**src/design/dcrd_pkg.sv**
```systemverilog
// ----------------------------------------------------------------------------
// dcrd_pkg
// Shared types and constants of the decimal count run-length decoder.
// ----------------------------------------------------------------------------
package dcrd_pkg;

    localparam int unsigned BYTE_W  = 8;
    localparam int unsigned COUNT_W = 7;
    localparam int unsigned DIGIT_W = 4;
    localparam int unsigned MAX_RUN = 64;
    localparam int unsigned WIDE_W  = COUNT_W + DIGIT_W;

    localparam logic [BYTE_W-1:0] CHAR_ZERO  = 8'h30;
    localparam logic [BYTE_W-1:0] CHAR_NINE  = 8'h39;
    localparam logic [BYTE_W-1:0] END_OF_STR = 8'h00;

    typedef enum logic {
        ALU_MAC = 1'b0,
        ALU_DEC = 1'b1
    } t_alu_op;

    typedef struct packed {
        t_alu_op             op;
        logic [DIGIT_W-1:0]  digit;
    } t_alu_req;

    typedef struct packed {
        logic [COUNT_W-1:0]  result;
        logic                sat;
    } t_alu_rsp;

endpackage

```
**src/design/dcrd_alu.sv**
```systemverilog
// ----------------------------------------------------------------------------
// dcrd_alu
// Shared count unit: decimal multiply-accumulate with saturation, or decrement.
// ----------------------------------------------------------------------------
module dcrd_alu (
    input  logic [dcrd_pkg::COUNT_W-1:0] i_acc,
    input  dcrd_pkg::t_alu_req           i_req,
    output dcrd_pkg::t_alu_rsp           o_rsp
);

    logic [dcrd_pkg::WIDE_W-1:0] wide;

    assign wide = {1'b0, i_acc, 3'b000} + {3'b000, i_acc, 1'b0}
                + {{(dcrd_pkg::WIDE_W-dcrd_pkg::DIGIT_W){1'b0}}, i_req.digit};

    always_comb begin
        o_rsp.sat    = 1'b0;
        o_rsp.result = i_acc;
        unique case (i_req.op)
            dcrd_pkg::ALU_MAC: begin
                if (wide > dcrd_pkg::WIDE_W'(dcrd_pkg::MAX_RUN)) begin
                    o_rsp.sat    = 1'b1;
                    o_rsp.result = dcrd_pkg::COUNT_W'(dcrd_pkg::MAX_RUN);
                end else begin
                    o_rsp.result = wide[dcrd_pkg::COUNT_W-1:0];
                end
            end
            dcrd_pkg::ALU_DEC: begin
                o_rsp.result = i_acc - dcrd_pkg::COUNT_W'(1);
            end
            default: begin
                o_rsp.result = i_acc;
            end
        endcase
    end

endmodule

```
**src/design/decimal_count_rle_decoder.sv**
```systemverilog
// ----------------------------------------------------------------------------
// decimal_count_rle_decoder
// Decodes a byte stream in which decimal digits give the repeat count of the
// literal byte that follows them.
// ----------------------------------------------------------------------------
// A digit byte or a zero byte is taken in the idle state and produces no
// output. A literal byte moves the block to the emit state, where the input
// side is not ready until all n copies of the run (n from 1 to 64) are loaded;
// the copy count is held in a single down counter that feeds the output
// register one copy per cycle while the output side accepts. Counts above 64
// saturate and every copy of that run carries the clipped flag in tuser.
module decimal_count_rle_decoder (
    input  logic        i_clk,
    input  logic        i_rst_n,
    input  logic        s_tvalid,
    output logic        s_tready,
    input  logic [7:0]  s_tdata,   // [7:0] in_byte
    output logic        m_tvalid,
    input  logic        m_tready,
    output logic [7:0]  m_tdata,   // [7:0] out_byte
    output logic        m_tlast,   // run_last
    output logic        m_tuser    // [0] clipped
);

    typedef enum logic [1:0] {
        ST_IDLE = 2'b01,
        ST_EMIT = 2'b10
    } t_state;

    t_state                       r_state, n_state;
    logic [dcrd_pkg::COUNT_W-1:0] r_count, n_count;
    logic                         r_ovf, n_ovf;
    logic                         r_clip, n_clip;
    logic [dcrd_pkg::BYTE_W-1:0]  r_lit, n_lit;
    logic                         r_m_valid, n_m_valid;
    logic [dcrd_pkg::BYTE_W-1:0]  r_m_data, n_m_data;
    logic                         r_m_last, n_m_last;
    logic                         r_m_user, n_m_user;

    dcrd_pkg::t_alu_req alu_req;
    dcrd_pkg::t_alu_rsp alu_rsp;

    logic in_xfer;
    logic is_digit;
    logic load;
    logic [dcrd_pkg::BYTE_W-1:0] digit_off;

    assign s_tready  = (r_state == ST_IDLE);
    assign in_xfer   = s_tvalid && s_tready;
    assign is_digit  = (s_tdata >= dcrd_pkg::CHAR_ZERO) && (s_tdata <= dcrd_pkg::CHAR_NINE);
    assign digit_off = s_tdata - dcrd_pkg::CHAR_ZERO;
    assign load      = (r_state == ST_EMIT) && (!r_m_valid || m_tready);

    assign alu_req.op    = (r_state == ST_EMIT) ? dcrd_pkg::ALU_DEC : dcrd_pkg::ALU_MAC;
    assign alu_req.digit = digit_off[dcrd_pkg::DIGIT_W-1:0];

    dcrd_alu u_alu (
        .i_acc (r_count),
        .i_req (alu_req),
        .o_rsp (alu_rsp)
    );

    always_comb begin
        n_state   = r_state;
        n_count   = r_count;
        n_ovf     = r_ovf;
        n_clip    = r_clip;
        n_lit     = r_lit;
        n_m_valid = r_m_valid && !m_tready;
        n_m_data  = r_m_data;
        n_m_last  = r_m_last;
        n_m_user  = r_m_user;
        unique case (r_state)
            ST_IDLE: begin
                if (in_xfer) begin
                    priority if (s_tdata == dcrd_pkg::END_OF_STR) begin
                        n_count = '0;
                        n_ovf   = 1'b0;
                    end else if (is_digit) begin
                        n_count = alu_rsp.result;
                        n_ovf   = r_ovf || alu_rsp.sat;
                    end else begin
                        n_count = (r_count == '0) ? dcrd_pkg::COUNT_W'(1) : r_count;
                        n_clip  = r_ovf;
                        n_ovf   = 1'b0;
                        n_lit   = s_tdata;
                        n_state = ST_EMIT;
                    end
                end
            end
            ST_EMIT: begin
                if (load) begin
                    n_m_valid = 1'b1;
                    n_m_data  = r_lit;
                    n_m_last  = (r_count == dcrd_pkg::COUNT_W'(1));
                    n_m_user  = r_clip;
                    n_count   = alu_rsp.result;
                    if (r_count == dcrd_pkg::COUNT_W'(1)) begin
                        n_state = ST_IDLE;
                    end
                end
            end
            default: begin
                n_state = ST_IDLE;
            end
        endcase
    end

    always_ff @(posedge i_clk) begin
        if (!i_rst_n) begin
            r_state   <= ST_IDLE;
            r_count   <= '0;
            r_ovf     <= 1'b0;
            r_m_valid <= 1'b0;
        end else begin
            r_state   <= n_state;
            r_count   <= n_count;
            r_ovf     <= n_ovf;
            r_m_valid <= n_m_valid;
        end
    end

    always_ff @(posedge i_clk) begin
        r_clip   <= n_clip;
        r_lit    <= n_lit;
        r_m_data <= n_m_data;
        r_m_last <= n_m_last;
        r_m_user <= n_m_user;
    end

    assign m_tvalid = r_m_valid;
    assign m_tdata  = r_m_data;
    assign m_tlast  = r_m_last;
    assign m_tuser  = r_m_user;

endmodule

```
**config.mk**
```make
export PLATFORM = sky130hd
export DESIGN_NAME = decimal_count_rle_decoder
export DESIGN_NICKNAME = d
export VERILOG_FILES = /design/src/design/dcrd_pkg.sv /design/src/design/dcrd_alu.sv /design/src/design/decimal_count_rle_decoder.sv
export SDC_FILE = /design/constraint.sdc
export NUM_CORES = 1
export LEC_CHECK = 0
export BUFFER_PORTS_ARGS = -buffer_cell sky130_fd_sc_hd__buf_4
export CAP_MARGIN = 40
export CORE_UTILIZATION = 48
export CTS_CLUSTER_DIAMETER = 50
export CTS_CLUSTER_SIZE = 25
export DETAILED_ROUTE_END_ITERATION = 10
export PLACE_DENSITY = 0.68
export SKIP_CTS_REPAIR_TIMING = 1
export SLEW_MARGIN = 20
export SYNTH_ARGS = -nofsm -noshare
export SYNTH_HDL_FRONTEND = slang
export SYNTH_HIERARCHICAL = 1
export SYNTH_SLANG_ARGS = --single-unit
```
**constraint.sdc**
```tcl
create_clock -name i_clk -period 4.91 [get_ports i_clk]
set_clock_uncertainty 0.2 [all_clocks]
set_input_delay 0.982 -clock i_clk [delete_from_list [all_inputs] [get_ports i_clk]]
set_output_delay 0.982 -clock i_clk [all_outputs]
set_load 0.01 [all_outputs]
```
==> After elaboration in Yosys (flattened, before gate mapping) <==
Index checks and enable logic that the tools add are counted.
{ "totals": {"register_bits": 30, "inputBits": 12, "out_inout_bits": 12, "wordCells": 65} }
{ "classes": {"n_addsub": 4, "order_cmp": 3, "eq_ne": 9, "mux": 21, "bitwise_logic": 3, "reduce_logical": 16} }
{ "ops": {"columns": ["operator", "count"], "rows": [
  ["7-bit 2-to-1 mux", 6],
  ["7-bit one-hot mux with 2 select lines", 2],
  ["10-bit by 8-bit adder with 11-bit output", 1],
  ["11-bit by 4-bit adder with 11-bit output", 1],
  ["11-bit by 7-bit greater-than comparator with 1-bit output (second input constant)", 1],
  ["2-bit 2-to-1 mux", 5],
  ["8-bit by 6-bit >= comparator with 1-bit output (second input constant)", 1],
  ["8-bit by 6-bit <= comparator with 1-bit output (second input constant)", 1],
  ["8-bit logical NOT", 1],
  ["4-bit AND reduction", 2],
  ["7-bit by 1-bit == test with 1-bit output (second input constant)", 1],
  ["7-bit logical NOT", 1],
  ["1-bit 2-to-1 mux", 7],
  ["7-bit by 1-bit subtractor with 7-bit output (second input constant)", 1],
  ["2-bit != test (second input constant)", 3],
  ["5-bit AND reduction", 1],
  ["1-bit logical AND", 4],
  ["2-bit by 1-bit != test with 1-bit output (second input constant)", 2],
  ["4-bit by 1-bit != test with 1-bit output (second input constant)", 1],
  ["2-bit one-hot mux with 2 select lines", 1],
  ["2-bit AND reduction", 2],
  ["4-bit by 1-bit subtractor with 4-bit output (second input constant)", 1],
  ["1-bit NOT", 3],
  ["2-bit by 1-bit == test with 1-bit output (second input constant)", 1],
  ["other kinds (4)", 6]
]} }

==> Longest topological paths before layout <==
{ "logic_depth": {"depth_word": 9, "depth_mapped": 12, "mapped_depth_nobuf": 12} }

==> Modules after synthesis <==
Netlist, hierarchy kept.
{ "by_module_without_submodules": {"columns": ["mod", "instances", "cells_per_inst", "area_per_inst_um2", "seq_area_each_um2"], "rows": [
  ["decimal_count_rle_decoder", 1, 91, 1236.2, 790.8],
  ["dcrd_alu", 1, 84, 638.1, 0.0]
]} }

==> Least setup slack after synthesis <==
Ideal clock, no wire load.
{ "synth_path": {"kind": "input to register", "startpoint": "input port s_tdata[3]", "endpoint": "register r_count[0] (netlist bit)", "t_arrival_ns": 3.715, "setup_slack_ns": 0.923, "stages": 12, "n_path_buf": 1, "cell_sequence": "inv_1 -> fa_1 -> inv_1 -> ha_1 -> a21oi_1 -> nor3_1 -> or4b_1 -> or4_1 -> clkbuf_2 -> o32ai_1 -> o221ai_1 -> mux2i_1"} }
{ "synth_rtl": {"columns": ["item", "line", "source"], "rows": [
  ["from (decl)", "decimal_count_rle_decoder.sv:17", "input logic [7:0] s_tdata,"],
  ["to (signal assigned)", "decimal_count_rle_decoder.sv:117", "r_count <= n_count;"],
  ["to (decl)", "decimal_count_rle_decoder.sv:31", "logic [dcrd_pkg::COUNT_W-1:0] r_count, n_count;"]
]} }

==> metrics <==
Clock Tree Buf Depth 2; kind of critical path input port to register; register area share after synthesis 42.19%; post-detailed-route count of antenna-violating nets 0; Post-synth EDFFs 19; top-count cell post-synth edfxtp_1; Synth area leader edfxtp_1; Final TNS setup 0 ns; combinational power share 27.7%; fmax 241.1 MHz; initial antenna violation count 0; synth top area cells edfxtp_1 (30%), dfxtp_1 (12%), ha_1 (11%), mux2i_1 (3.7%), inv_1 (3.6%); Crit-path slowest cell or4_1; DR iter-0 viols 117; grt total ovfl 0; initial core utilization 50.44%; PnR worst setup slack 0.7630 ns; switching share of total power 28.64%; vias in the first global route 1461; Rel. slew slack 62.72%; Reg clk slew, reported paths 0.07 ns; pwr dens 340.6 nW/um^2; vias per inst 5.853; clk_lat worst skew 0.28 ns; required time worst endpoint 4.92 ns; HPWL after DPL 3053 microns; Most Frequent Cell on Critical Path inv_1; I/O Pins 24; Nets 232; row cnt 22; Worst setup EP type register; chip height 64.49 microns; Lkg Pwr 0.9471 nW; drt wl/cell 15.92 microns; GR Util All Layers 20.82%; Flop pwr share 40.4%; worst hold path class register to register; RSZ-0062 raised after global routing false; cell-internal power 0.5365 mW; Yosys cell types 49; Total Wirelength 3995 microns; Placed Area 2091 sq um; top_reg_cell synth edfxtp_1; Die W 64.49 microns; synthesized net count 205; core area 3716 sq um; clock sink count 30; Cells after Synth 175; CTS tree yes; H-Tree Level Count 2; Worst Max-Slew Pin Slew 0.5586 ns; Worst IR Drop VDD 0.3193 mV; final hold vios 0; final period utilization 84.46%; CP peak stage delay 0.62 ns; CTS Buf Count 5; final setup vio count 0; #FFs+latches synth 30; clock power share 31.9%; layout cells sized above 1 21.18%; critical path arrival 4.16 ns; Area Growth Syn to Fin 17.76%; syn_area_per_cell 10.71 sq um; total power draw 0.7518 mW; post-place setup slack 0.4877 ns; Post-synth top cells edfxtp_1 (19), inv_1 (18), ha_1 (16); Final Max Slew Viols 0; Critical Path Fanout Max 7; Bufs and invs on worst path 3; outcome finished clean; total of fill cells in the finished design 299; die area 4159 sq um; critical path's top delay family simple AND/OR/NAND/NOR gates; top cell type's share of synthesized area 30.44%; root buf cell clkbuf_8; PortBufs 23; RD Place Congestion 0.9161; Mapped Area 1874 sq um; DR pass1 iterations 5; post-layout min period 4.147 ns; pin count of the biggest net entering global routing 19; Yosys warnings 6; first-pass GRT wire length 6520 microns; DR DRC count 0; startpoint type of the worst setup path input port; via count 1469; Sw Pwr 0.2153 mW; final instance area 2207 sq um; Synth async-reset ratio 0%; n_diodes 0; Max Cap Viol 0; cell chain of the critical path buf_4 > inv_1 > fa_1 > inv_1 > ha_1 > a21oi_1 > nor3_1 > or4b_1 > or4_1 > o32ai_1 > o221ai_1 > mux2i_1
## layout make-up
type	count	area (sq um)	area share, %
well taps	48	60.06	2.721
clock inverters	3	40.04	1.814
clock buffers	5	68.82	3.118
flip-flops and latches	30	790.8	35.83
inverters	18	67.56	3.061
multi-input cells	123	999.7	45.29
repair buffers	24	180.2	8.163
## path summary, 6_finish.rpt
| check | to | depth (start not counted) | slack (ns) | from |
|---|---|---|---|---|
| hold reg to reg | m_tdata[4] | 0 | 0.23 | r_lit[4] |
| setup / recovery | r_count[0] | 12 | 0.76 | s_tdata[3] |
| hold / removal | m_tdata[4] | 0 | 0.23 | r_lit[4] |
| setup reg to reg | r_count[0] | 11 | 0.86 | r_count[0] |
## power groups by stage
| stage | Clock (mW) | Sequential (mW) | Combinational (mW) |
|---|---|---|---|
| floorplan | 0 | 0.306 | 0.156 |
| global placement | 0 | 0.308 | 0.199 |
| detailed placement | 0 | 0.310 | 0.206 |
| CTS | 0.246 | 0.304 | 0.207 |
| global route | 0.256 | 0.305 | 0.229 |
| finish | 0.240 | 0.304 | 0.208 |
## registers in the layout, summed over array words and instances (netlist names)
register and flops:
r_ovf 1, m_tuser 1, r_clip 1, m_tlast 1
m_tdata 8, m_tvalid 1, r_lit 8, r_state 2
r_count 7
## stage by stage
stage	hold WS, ns	instances	utilization (%)
5_1_grt	0.2348	251	59.39
3_5_place_dp	0.2074	242	56.26
6_report	0.2259	251	59.39
2_1_floorplan	0.2003	175	-
4_1_cts	0.2245	250	59.19
3_3_place_gp	0.2025	242	56.26
## cell families (layout without fill, tap and decap cells)
kind of cell | after synthesis | count (layout) | synth area share, %
simple gates | 51 | 51 | 15.55
compound gates | 40 | 40 | 17.82
flops | 30 | 30 | 42.19
buf+inv | 22 | 50 | 4.472
fa+ha+maj | 18 | 18 | 12.82
mux | 8 | 8 | 4.339
xor+xnor | 6 | 6 | 2.804
## cells in the final DEF, fill, tap and decap left out, drive strengths merged, types with 5 or more instances in the layout
cell / n
a21oi: 5
buf: 24
clkbuf: 5
dfxtp: 11
edfxtp: 19
ha: 16
inv: 18
mux2i: 7
nand2: 12
nand3: 8
nor2: 8
nor3: 5
o21ai: 6
o32ai: 6
## per-layer routing
layer | global-route usage [%] | vias up | routed length, microns
li1 | - | 713 | -
met1 | 24.38 | 707 | 1754
met2 | 36.71 | 44 | 2011
met3 | 5.986 | 5 | 188
met4 | 6.111 | 0 | 40
met5 | 0 | - | 0
(Power assumes the default switching activity.)
